==> src/sv/btha_pkg.sv <==
`default_nettype none

package btha_pkg;

    localparam int BLOCK_BYTES   = 4096;
    localparam int TABLE_ENTRIES = 1024;
    localparam int ADDRESS_BITS  = 32;

    localparam int DATA_W      = 32;
    localparam int COUNT_FLD_W = 11;
    localparam int PADDR_W     = 3;
    localparam int ENTRY_W     = 3;

    localparam int IDX_W       = $clog2(TABLE_ENTRIES);
    localparam int CNT_W       = $clog2(TABLE_ENTRIES + 1);
    localparam int BLOCK_SHIFT = $clog2(BLOCK_BYTES);
    localparam int NEED_W      = DATA_W - BLOCK_SHIFT + 1;

    localparam logic [ENTRY_W-1:0] FLAG_USED  = 3'h1;
    localparam logic [ENTRY_W-1:0] FLAG_FIRST = 3'h2;
    localparam logic [ENTRY_W-1:0] FLAG_NEXT  = 3'h4;
    localparam logic [ENTRY_W-1:0] ENTRY_FREE = 3'h0;
    localparam int                 NEXT_BIT   = 2;

    localparam logic [DATA_W-1:0]      HEAP_BASE_RST   = 32'h0;
    localparam logic [COUNT_FLD_W-1:0] BLOCK_COUNT_RST = 11'd1024;

    typedef enum logic {
        CMD_ALLOC,
        CMD_FREE
    } cmd_t;

    typedef enum logic [1:0] {
        STATUS_DONE,
        STATUS_NOMEM,
        STATUS_RANGE
    } status_t;

    typedef enum logic {
        REG_HEAP_BASE,
        REG_BLOCK_COUNT
    } reg_idx_t;

    typedef enum logic [2:0] {
        S_CLEAR,
        S_IDLE,
        S_CHECK,
        S_SCAN,
        S_MARK,
        S_RESULT
    } state_t;

    typedef struct packed {
        logic              command;
        logic [DATA_W-1:0] size_bytes;
        logic [DATA_W-1:0] address;
    } req_t;

    typedef struct packed {
        logic              ok;
        logic [DATA_W-1:0] alloc_address;
        status_t           status;
    } res_t;

endpackage

`default_nettype wire

==> src/sv/block_table_heap_allocator_core.sv <==
`default_nettype none

// First-fit block allocator over a 1024-entry block table held in one
// synchronous RAM. After reset the table is swept clear with in_ready
// low; configuration writes are taken meanwhile. An allocate is decoded,
// then the table is scanned entry by entry until a free run of the needed
// length is found, then the blocks of the run are marked one by one, then
// the result state hands the word to the output register. A free is
// decoded, walks the has-next chain clearing each entry along it, and ends
// in the result state. Requests that fail the size or range check go from
// decode straight to the result state. The single read port of the table
// sets the scan at one entry per cycle.
module block_table_heap_allocator_core (
    input  wire logic                             clk,
    input  wire logic                             rst_n,
    input  wire logic                             in_valid,
    output logic                                  in_ready,
    input  wire logic                             command,
    input  wire logic [btha_pkg::DATA_W-1:0]      size_bytes,
    input  wire logic [btha_pkg::DATA_W-1:0]      address,
    output logic                                  out_valid,
    input  wire logic                             out_ready,
    output logic                                  ok,
    output logic [btha_pkg::DATA_W-1:0]           alloc_address,
    output logic [1:0]                            status,
    input  wire logic                             psel,
    input  wire logic                             penable,
    input  wire logic                             pwrite,
    input  wire logic [btha_pkg::PADDR_W-1:0]     paddr,
    input  wire logic [btha_pkg::DATA_W-1:0]      pwdata,
    output logic [btha_pkg::DATA_W-1:0]           prdata,
    output logic                                  pready
);

    logic [btha_pkg::DATA_W-1:0]      heap_base_reg, heap_base_next;
    logic [btha_pkg::COUNT_FLD_W-1:0] block_count_reg, block_count_next;
    logic                             out_valid_reg, out_valid_next;
    btha_pkg::res_t                   out_res_reg, out_res_next;

    btha_pkg::req_t                   req;
    btha_pkg::res_t                   res;
    logic                             res_valid;
    logic                             res_ready;
    logic                             cfg_wr;
    btha_pkg::reg_idx_t               cfg_idx;

    assign req = '{command: command, size_bytes: size_bytes, address: address};

    btha_engine u_engine (
        .clk         (clk),
        .rst_n       (rst_n),
        .in_valid    (in_valid),
        .in_ready    (in_ready),
        .req         (req),
        .heap_base   (heap_base_reg),
        .block_count (block_count_reg),
        .res_valid   (res_valid),
        .res_ready   (res_ready),
        .res         (res)
    );

    assign pready  = 1'b1;
    assign cfg_wr  = psel && penable && pwrite;
    assign cfg_idx = btha_pkg::reg_idx_t'(paddr[2]);

    always_comb
    begin
        heap_base_next   = heap_base_reg;
        block_count_next = block_count_reg;
        prdata           = '0;
        case (cfg_idx)
            btha_pkg::REG_HEAP_BASE:
            begin
                prdata = heap_base_reg;
                if (cfg_wr)
                begin
                    heap_base_next = pwdata;
                end
            end
            btha_pkg::REG_BLOCK_COUNT:
            begin
                prdata = btha_pkg::DATA_W'(block_count_reg);
                if (cfg_wr)
                begin
                    block_count_next = pwdata[btha_pkg::COUNT_FLD_W-1:0];
                end
            end
            default:
            begin
                prdata = '0;
            end
        endcase
    end

    // hold the word until taken; refill in the same cycle it leaves
    assign res_ready = !out_valid_reg || out_ready;

    always_comb
    begin
        out_res_next   = out_res_reg;
        out_valid_next = out_valid_reg && !out_ready;
        if (res_valid && res_ready)
        begin
            out_res_next   = res;
            out_valid_next = 1'b1;
        end
    end

    assign out_valid     = out_valid_reg;
    assign ok            = out_res_reg.ok;
    assign alloc_address = out_res_reg.alloc_address;
    assign status        = out_res_reg.status;

    always_ff @(posedge clk or negedge rst_n)
    begin
        if (!rst_n)
        begin
            heap_base_reg   <= btha_pkg::HEAP_BASE_RST;
            block_count_reg <= btha_pkg::BLOCK_COUNT_RST;
            out_valid_reg   <= 1'b0;
        end
        else
        begin
            heap_base_reg   <= heap_base_next;
            block_count_reg <= block_count_next;
            out_valid_reg   <= out_valid_next;
        end
    end

    always_ff @(posedge clk)
    begin
        out_res_reg <= out_res_next;
    end

endmodule

`default_nettype wire

==> src/sv/btha_ram.sv <==
`default_nettype none

module btha_ram #(
    parameter int DEPTH = 1024,
    parameter int WIDTH = 3
) (
    input  wire logic                     clk,
    input  wire logic                     we,
    input  wire logic [$clog2(DEPTH)-1:0] waddr,
    input  wire logic [WIDTH-1:0]         wdata,
    input  wire logic [$clog2(DEPTH)-1:0] raddr,
    output logic      [WIDTH-1:0]         rdata
);

    logic [WIDTH-1:0] mem [DEPTH];

    always_ff @(posedge clk)
    begin
        if (we)
        begin
            mem[waddr] <= wdata;
        end
    end

    always_ff @(posedge clk)
    begin
        rdata <= mem[raddr];
    end

endmodule

`default_nettype wire

==> src/sv/btha_engine.sv <==
`default_nettype none

module btha_engine (
    input  wire logic                             clk,
    input  wire logic                             rst_n,
    input  wire logic                             in_valid,
    output logic                                  in_ready,
    input  wire btha_pkg::req_t                   req,
    input  wire logic [btha_pkg::DATA_W-1:0]      heap_base,
    input  wire logic [btha_pkg::COUNT_FLD_W-1:0] block_count,
    output logic                                  res_valid,
    input  wire logic                             res_ready,
    output btha_pkg::res_t                        res
);

    localparam int IDX_W  = btha_pkg::IDX_W;
    localparam int CNT_W  = btha_pkg::CNT_W;
    localparam int NEED_W = btha_pkg::NEED_W;
    localparam int DW     = btha_pkg::DATA_W;
    localparam int AB     = btha_pkg::ADDRESS_BITS;
    localparam int EW     = btha_pkg::ENTRY_W;

    btha_pkg::state_t         state_reg, state_next;
    btha_pkg::cmd_t           cmd_reg, cmd_next;
    logic [DW-1:0]            size_reg, size_next;
    logic [DW-1:0]            addr_reg, addr_next;
    logic [CNT_W-1:0]         need_reg, need_next;
    logic [CNT_W-1:0]         run_reg, run_next;
    logic [IDX_W-1:0]         start_reg, start_next;
    logic [IDX_W-1:0]         rd_idx_reg, rd_idx_next;
    logic [IDX_W-1:0]         chk_idx_reg, chk_idx_next;
    logic                     chk_valid_reg, chk_valid_next;
    btha_pkg::res_t           rslt_reg, rslt_next;

    logic                     mem_we;
    logic [IDX_W-1:0]         mem_waddr;
    logic [EW-1:0]            mem_wdata;
    logic [EW-1:0]            mem_rdata;

    logic [CNT_W-1:0]         count;
    logic [NEED_W-1:0]        need_full;
    logic                     alloc_fail;
    logic [DW-1:0]            diff;
    logic [DW-1:0]            idx_full;
    logic                     free_fail;
    logic                     chk_last;
    logic                     cell_free;
    logic [CNT_W-1:0]         run_inc;
    logic                     hit;
    logic                     miss;
    logic                     free_end;
    logic                     mark_last;
    logic [AB-1:0]            base_sum;
    logic [EW-1:0]            mark_flags;

    btha_ram #(
        .DEPTH (btha_pkg::TABLE_ENTRIES),
        .WIDTH (EW)
    ) u_table (
        .clk   (clk),
        .we    (mem_we),
        .waddr (mem_waddr),
        .wdata (mem_wdata),
        .raddr (rd_idx_reg),
        .rdata (mem_rdata)
    );

    always_comb
    begin
        count = (32'(block_count) > 32'(btha_pkg::TABLE_ENTRIES))
              ? CNT_W'(btha_pkg::TABLE_ENTRIES) : CNT_W'(block_count);
        need_full  = NEED_W'(size_reg / btha_pkg::BLOCK_BYTES)
                   + NEED_W'((size_reg % btha_pkg::BLOCK_BYTES) != '0);
        alloc_fail = (need_full == '0) || (32'(need_full) > 32'(count));
        diff       = addr_reg - heap_base;
        idx_full   = diff / btha_pkg::BLOCK_BYTES;
        free_fail  = (addr_reg < heap_base) || (idx_full >= 32'(count));
        chk_last   = (CNT_W'(chk_idx_reg) + CNT_W'(1)) == count;
        cell_free  = mem_rdata == btha_pkg::ENTRY_FREE;
        run_inc    = run_reg + CNT_W'(1);
        hit        = chk_valid_reg && (cmd_reg == btha_pkg::CMD_ALLOC)
                   && cell_free && (run_inc == need_reg);
        miss       = chk_valid_reg && (cmd_reg == btha_pkg::CMD_ALLOC) && !hit && chk_last;
        free_end   = chk_valid_reg && (cmd_reg == btha_pkg::CMD_FREE)
                   && (!mem_rdata[btha_pkg::NEXT_BIT] || chk_last);
        mark_last  = run_inc == need_reg;
        base_sum   = AB'(heap_base) + (AB'(start_reg) << btha_pkg::BLOCK_SHIFT);
        mark_flags = btha_pkg::FLAG_USED
                   | ((run_reg == '0) ? btha_pkg::FLAG_FIRST : btha_pkg::ENTRY_FREE)
                   | (mark_last ? btha_pkg::ENTRY_FREE : btha_pkg::FLAG_NEXT);
    end

    always_comb
    begin
        state_next = state_reg;
        case (state_reg)
            btha_pkg::S_CLEAR:
            begin
                if (rd_idx_reg == IDX_W'(btha_pkg::TABLE_ENTRIES - 1))
                begin
                    state_next = btha_pkg::S_IDLE;
                end
            end
            btha_pkg::S_IDLE:
            begin
                if (in_valid)
                begin
                    state_next = btha_pkg::S_CHECK;
                end
            end
            btha_pkg::S_CHECK:
            begin
                if ((cmd_reg == btha_pkg::CMD_ALLOC) ? alloc_fail : free_fail)
                begin
                    state_next = btha_pkg::S_RESULT;
                end
                else
                begin
                    state_next = btha_pkg::S_SCAN;
                end
            end
            btha_pkg::S_SCAN:
            begin
                if (hit)
                begin
                    state_next = btha_pkg::S_MARK;
                end
                else if (miss || free_end)
                begin
                    state_next = btha_pkg::S_RESULT;
                end
            end
            btha_pkg::S_MARK:
            begin
                if (mark_last)
                begin
                    state_next = btha_pkg::S_RESULT;
                end
            end
            btha_pkg::S_RESULT:
            begin
                if (res_ready)
                begin
                    state_next = btha_pkg::S_IDLE;
                end
            end
            default:
            begin
                state_next = btha_pkg::S_CLEAR;
            end
        endcase
    end

    always_comb
    begin
        cmd_next       = cmd_reg;
        size_next      = size_reg;
        addr_next      = addr_reg;
        need_next      = need_reg;
        run_next       = run_reg;
        start_next     = start_reg;
        rd_idx_next    = rd_idx_reg;
        chk_idx_next   = chk_idx_reg;
        chk_valid_next = chk_valid_reg;
        rslt_next      = rslt_reg;
        mem_we         = 1'b0;
        mem_waddr      = rd_idx_reg;
        mem_wdata      = btha_pkg::ENTRY_FREE;
        in_ready       = 1'b0;
        res_valid      = 1'b0;
        case (state_reg)
            btha_pkg::S_CLEAR:
            begin
                mem_we      = 1'b1;
                rd_idx_next = rd_idx_reg + IDX_W'(1);
            end
            btha_pkg::S_IDLE:
            begin
                in_ready  = 1'b1;
                cmd_next  = btha_pkg::cmd_t'(req.command);
                size_next = req.size_bytes;
                addr_next = req.address;
            end
            btha_pkg::S_CHECK:
            begin
                chk_valid_next = 1'b0;
                run_next       = '0;
                need_next      = CNT_W'(need_full);
                if (cmd_reg == btha_pkg::CMD_ALLOC)
                begin
                    rd_idx_next = '0;
                    rslt_next   = '{ok: 1'b0, alloc_address: '0, status: btha_pkg::STATUS_NOMEM};
                end
                else
                begin
                    rd_idx_next = IDX_W'(idx_full);
                    rslt_next   = '{ok: 1'b0, alloc_address: '0, status: btha_pkg::STATUS_RANGE};
                end
            end
            btha_pkg::S_SCAN:
            begin
                rd_idx_next    = rd_idx_reg + IDX_W'(1);
                chk_idx_next   = rd_idx_reg;
                chk_valid_next = 1'b1;
                if (chk_valid_reg)
                begin
                    if (cmd_reg == btha_pkg::CMD_ALLOC)
                    begin
                        if (cell_free)
                        begin
                            if (run_reg == '0)
                            begin
                                start_next = chk_idx_reg;
                            end
                            run_next = run_inc;
                        end
                        else
                        begin
                            run_next = '0;
                        end
                        if (hit)
                        begin
                            rd_idx_next = (run_reg == '0) ? chk_idx_reg : start_reg;
                            run_next    = '0;
                        end
                    end
                    else
                    begin
                        mem_we    = 1'b1;
                        mem_waddr = chk_idx_reg;
                        if (free_end)
                        begin
                            rslt_next = '{ok: 1'b1, alloc_address: '0,
                                          status: btha_pkg::STATUS_DONE};
                        end
                    end
                end
            end
            btha_pkg::S_MARK:
            begin
                mem_we      = 1'b1;
                mem_wdata   = mark_flags;
                rd_idx_next = rd_idx_reg + IDX_W'(1);
                run_next    = run_inc;
                if (mark_last)
                begin
                    rslt_next = '{ok: 1'b1, alloc_address: DW'(base_sum),
                                  status: btha_pkg::STATUS_DONE};
                end
            end
            btha_pkg::S_RESULT:
            begin
                res_valid = 1'b1;
            end
            default:
            begin
                mem_we = 1'b0;
            end
        endcase
    end

    assign res = rslt_reg;

    always_ff @(posedge clk or negedge rst_n)
    begin
        if (!rst_n)
        begin
            state_reg     <= btha_pkg::S_CLEAR;
            rd_idx_reg    <= '0;
            chk_valid_reg <= 1'b0;
        end
        else
        begin
            state_reg     <= state_next;
            rd_idx_reg    <= rd_idx_next;
            chk_valid_reg <= chk_valid_next;
        end
    end

    always_ff @(posedge clk)
    begin
        cmd_reg     <= cmd_next;
        size_reg    <= size_next;
        addr_reg    <= addr_next;
        need_reg    <= need_next;
        run_reg     <= run_next;
        start_reg   <= start_next;
        chk_idx_reg <= chk_idx_next;
        rslt_reg    <= rslt_next;
    end

    a_write_states: assert property (@(posedge clk) disable iff (!rst_n)
        mem_we |-> (state_reg == btha_pkg::S_CLEAR || state_reg == btha_pkg::S_SCAN
                    || state_reg == btha_pkg::S_MARK))
        else $error("table written outside clear, free walk or mark");

    a_run_fits: assert property (@(posedge clk) disable iff (!rst_n)
        (state_reg == btha_pkg::S_MARK)
        |-> (32'(start_reg) + 32'(need_reg) <= 32'(count)))
        else $error("marked run leaves the table");

    a_fail_fields: assert property (@(posedge clk) disable iff (!rst_n)
        (res_valid && rslt_reg.status != btha_pkg::STATUS_DONE)
        |-> (!rslt_reg.ok && rslt_reg.alloc_address == '0))
        else $error("failed request carries ok or an address");

    a_hit_to_mark: assert property (@(posedge clk) disable iff (!rst_n)
        (state_reg == btha_pkg::S_SCAN && hit) |=> (state_reg == btha_pkg::S_MARK
                                                     && run_reg == '0))
        else $error("found run not followed by marking");

endmodule

`default_nettype wire

==> config.mk <==
export PLATFORM = sky130hd
export DESIGN_NAME = block_table_heap_allocator_core
export DESIGN_NICKNAME = d
export VERILOG_FILES = /design/src/sv/btha_pkg.sv /design/src/sv/block_table_heap_allocator_core.sv /design/src/sv/btha_ram.sv /design/src/sv/btha_engine.sv
export SDC_FILE = /design/constraint.sdc
export NUM_CORES = 2
export LEC_CHECK = 0
export BUFFER_PORTS_ARGS = -buffer_cell sky130_fd_sc_hd__clkbuf_2
export CORE_AREA = 2 2 465 467
export CTS_CLUSTER_SIZE = 8
export DETAILED_ROUTE_END_ITERATION = 7
export DIE_AREA = 0 0 467 469
export PLACE_DENSITY = 0.79
export SKIP_LAST_GASP = 1
export SYNTH_ARGS = -nofsm -noshare
export SYNTH_HDL_FRONTEND = slang
export SYNTH_SLANG_ARGS = --single-unit
==> constraint.sdc <==
create_clock -name clk -period 40.1 [get_ports clk]
set_input_delay 4.01 -clock clk [delete_from_list [all_inputs] [get_ports clk]]
set_output_delay 4.01 -clock clk [all_outputs]
set_load 0.01 [all_outputs]
==> qor.log <==
qor: run_status.outcome finished, violations left
qor: run_status.failed_checks max-capacitance violations
qor: finish.fillers 11.7k
qor: critical_path.cp_data_arrival_time 5370 ps
qor: floorplanning.floorplan.rows 170
qor: clocking.cts_inserted_buffers 464
qor: finish.largest_register_ff_count 3072
qor: grt.grt_pass1_vias 74.1k
qor: grt.global_route_wire_length_before_repair 514000 um
qor: clocking.clock_tree_from_tritoncts done
qor: floorplanning.die_area 219000 um2
qor: yosys.synth_nets 7044
qor: sta.setup_violations 0
qor: finish.final_nets 7305
qor: clocking.hold_buffers 0
qor: floorplanning.die_y 469 um
qor: yosys.synth_top_family_by_area multiplexers
qor: critical_path.rr_worst_depth 10
qor: pwr.p_comb_share 2.0%
qor: placement.place.gp.congestion 0.946
qor: hold_path.worstHoldPathType flop to flop
qor: grt.grt_max_degree 241
qor: pwr.seqPwrFrac 51.2%
qor: yosys.synth_enable_flop_cells 3249
qor: pwr.intPower 0.00587 W
qor: yosys.synth_async_sr_flop_share 1.75%
qor: route.vias 71.7k
qor: sta.final.period_utilization 23.4%
qor: critical_path.worst_ep_required_time 36090 ps
qor: pwr.max-vdd-ir-drop 0.0388 mV
qor: critical_path.critPathLaunchType input pin
qor: yosys.ys_dominant_reg_cell sky130_fd_sc_hd__edfxtp_1
qor: yosys.part_of_the_yosys_area_used_for_sequential_elements 73.8%
qor: yosys.ys_types 80
qor: yosys.post_synth_mux_area_share 17.4%
qor: clocking.post-cts-setup-buffer-count 0
qor: route.route.detailed.wl_per_inst 35.2 um
qor: sta.worst-slew-pin-transition 1490 ps
qor: clocking.clock_net_sink_count 3310
qor: pwr.p_sw_share 20.2%
qor: hold_path.startpoint_of_the_tightest_hold_check_path u_engine.res[15]
qor: yosys.yosys_warnings 0
qor: clocking.post_cts.resized_instances 0
qor: sta.rsz0062_at_grt no
qor: sta.max-slew-margin-rel 0.324%
qor: floorplanning.start_util 62.8%
qor: floorplanning.core-area 214000 um2
qor: yosys.synth_compound_area_share 1.34%
qor: yosys.synth_adder_area_share 0.658%
qor: yosys.synthSimpleGateAreaFrac 4.66%
qor: placement.port_buffers 173
qor: clocking.clk_pin_slew 50 ps
qor: pwr.p_leak 36.9 nW
qor: finish.multiInputGateArea 33300 um2
qor: finish.largest-register u_engine.u_table.mem
qor: yosys.postSynthRegisterBits 3310
qor: pwr.power-per-cell-area 49.1 nW/um2
qor: clocking.cts.path.max_buffers 4
qor: critical_path.reg2reg_slack 33550 ps
qor: grt.grt_util_all_layers 32.7%
qor: grt.grt_overflow 0
qor: finish.area.sequential 99100 um2
qor: yosys.mapped_avg_cell_area 19.6 um2
qor: finish.area_growth 11.7%
qor: sta.clock-skew-final 55.1 ps
qor: critical_path.critical_path.reg2reg.endpoint u_engine.u_table.rdata[2]
qor: sta.timing_hold_violations_final 0
qor: finish.fraction_of_layout_instances_using_a_drive_strength_above_1 26.0%
qor: yosys.post_synthesis_instance_area 134000 um2
qor: floorplanning.die_w 467 um
qor: route.detailedRoute.firstPassIterationCount 7
qor: placement.half_perimeter_wire_length_of_the_detailed_placement_result 172000 um
qor: critical_path.timing.critical_path.to_type output port
qor: yosys.synth_xor_xnor_area_share 0.494%
qor: run.cap_viol_max_count 1
qor: hold_path.worstHoldEndpoint alloc_address[13]
qor: floorplanning.ioPinCount 177
qor: critical_path.setup.worst_path.class input pin to output port
qor: critical_path.crit-reg2reg-launch u_engine.rd_idx_reg[0]
qor: pwr.p_switching 0.00149 W
qor: sta.maxSlewViolCount 0
qor: grt.initial_antenna_violation_count 7
qor: route.vias_per_cell 7.14
qor: pwr.share_clk_of_total_power 46.8%
qor: route.drt_drc_violations_left 0
qor: route.drt.antenna.violating_nets 0
qor: sta.achievable-frequency 107 MHz
qor: route.route.final.wire_length 353000 um
qor: sta.worst_hold_slack_after_final_layout 416 ps
qor: clocking.cts_root_buffer sky130_fd_sc_hd__clkbuf_16
qor: sta.layout_min_cycle_time 9380 ps
qor: sta.final_layout_setup_total_negative_slack 0 ps
qor: clocking.clock_latency 1020 ps
qor: route.first_iter_violations 9929
qor: clocking.cts.htree.levels 5
qor: critical_path.path_max_fanout 44
qor: yosys.syn_inst 6867
qor: hold_path.timing.hold.worst_path_depth 0
[critical path: stages]
cell                       delay [ps]
sky130_fd_sc_hd__clkbuf_2         500
sky130_fd_sc_hd__o21ai_0          610
sky130_fd_sc_hd__clkbuf_2         220
[cells in the mapped netlist, drive strengths merged (13+ instances only)]
cell type,n,area (um2)
o21ai,81,409
a21o,15,113
edfxtp,3249,97600
or3,20,125
buf,111,568
a31oi,18,113
nor3,42,226
nand2b,17,106
nand3,48,250
inv,68,255
mux2,53,597
a21oi,70,354
nand4,20,125
dfrtp,57,1430
xnor2,46,403
nor2b,14,87.6
nor4,13,81.3
nand2,164,618
mux4,1008,22700
clkbuf,353,1350
a22oi,25,188
xor2,22,193
nor2,1139,4290
ha,69,863
and3,13,81.3
[cells in the final DEF (no fill, tap or decap), types with 15 or more instances in the layout]
cell / synthesis / final
sky130_fd_sc_hd__a21o_1: 15 / 15
sky130_fd_sc_hd__a21oi_1: 69 / 68
sky130_fd_sc_hd__a22oi_1: 25 / 25
sky130_fd_sc_hd__a31oi_1: 18 / 18
sky130_fd_sc_hd__buf_4: 4 / 78
sky130_fd_sc_hd__clkbuf_1: 351 / 57
sky130_fd_sc_hd__clkbuf_16: 0 / 471
sky130_fd_sc_hd__clkbuf_2: 0 / 172
sky130_fd_sc_hd__dfrtp_1: 57 / 51
sky130_fd_sc_hd__edfxtp_1: 3249 / 3249
sky130_fd_sc_hd__ha_1: 69 / 69
sky130_fd_sc_hd__inv_1: 67 / 66
sky130_fd_sc_hd__mux2_2: 53 / 53
sky130_fd_sc_hd__mux4_2: 1008 / 1008
sky130_fd_sc_hd__nand2_1: 163 / 143
sky130_fd_sc_hd__nand2_4: 0 / 20
sky130_fd_sc_hd__nand3_1: 46 / 44
sky130_fd_sc_hd__nand4_1: 20 / 20
sky130_fd_sc_hd__nor2_1: 1138 / 1135
sky130_fd_sc_hd__nor3_1: 40 / 39
sky130_fd_sc_hd__o21ai_0: 76 / 76
sky130_fd_sc_hd__or3_1: 20 / 17
sky130_fd_sc_hd__xnor2_1: 46 / 46
sky130_fd_sc_hd__xor2_1: 22 / 22
[per-layer routing]
layer | vias up | wire [um] | GRT usage (%)
li1 | 28000 | - | -
met1 | 37200 | 119000 | 41.1
met2 | 5397 | 178000 | 54.1
met3 | 1047 | 36100 | 7.08
met4 | 8 | 20100 | 17.2
met5 | - | 54 | 0
[worst max path at each step]
stage                   startpoint                         end  depth (start not counted)
4_1_cts                   paddr[2]                   prdata[8]                          3
2_1_floorplan  u_engine.run_reg[0]  u_engine.u_table.mem[0][2]                          7
5_1_grt                   paddr[2]                   prdata[8]                          3
6_report                  paddr[2]                   prdata[8]                          3
3_3_place_gp              paddr[2]                   prdata[0]                          3
3_5_place_dp              paddr[2]                   prdata[0]                          3
[logic make-up (layout without fill, tap and decap cells)]
group,after synthesis,count (layout)
xor+xnor,71,71
mux,1073,1073
fa+ha+maj,70,70
simple gates,1525,1525
compound gates,284,284
other cells,1,5
flops,3310,3310
buf+inv,533,865
[power by group through the flow]
stage          sequential (W)  clock [W]  combinational (W)
2_1_floorplan         0.00383          0          0.0000991
3_3_place_gp          0.00383          0           0.000142
3_5_place_dp          0.00383          0           0.000144
4_1_cts               0.00377    0.00345           0.000146
5_1_grt               0.00377    0.00358           0.000164
6_report              0.00377    0.00344           0.000149
[final cells by class]
type                            instances  area share (%)
Tap cell                             2838            2.37
Antenna cell                            4         0.00668
Inverter                               69           0.178
Clock buffer                          528            8.00
Multi-Input combinational cell       3024            22.2
Timing Repair Buffer                  259            1.07
Sequential cell                      3310            66.1
Clock inverter                          9          0.0693
[stage by stage]
stage,power (W),util (%),worst slack (ps),cell area [um2],cells
after floorplan,0.00393,-,10110,134000,6867
after global placement,0.00398,64.5,30850,138000,9500
after detailed placement,0.00398,64.5,30800,138000,9500
after CTS,0.00737,70.1,30760,150000,10000
after global routing,0.00751,70.1,30700,150000,10000
final,0.00736,70.1,30720,150000,10000
Power figures use the tool's default switching activity.
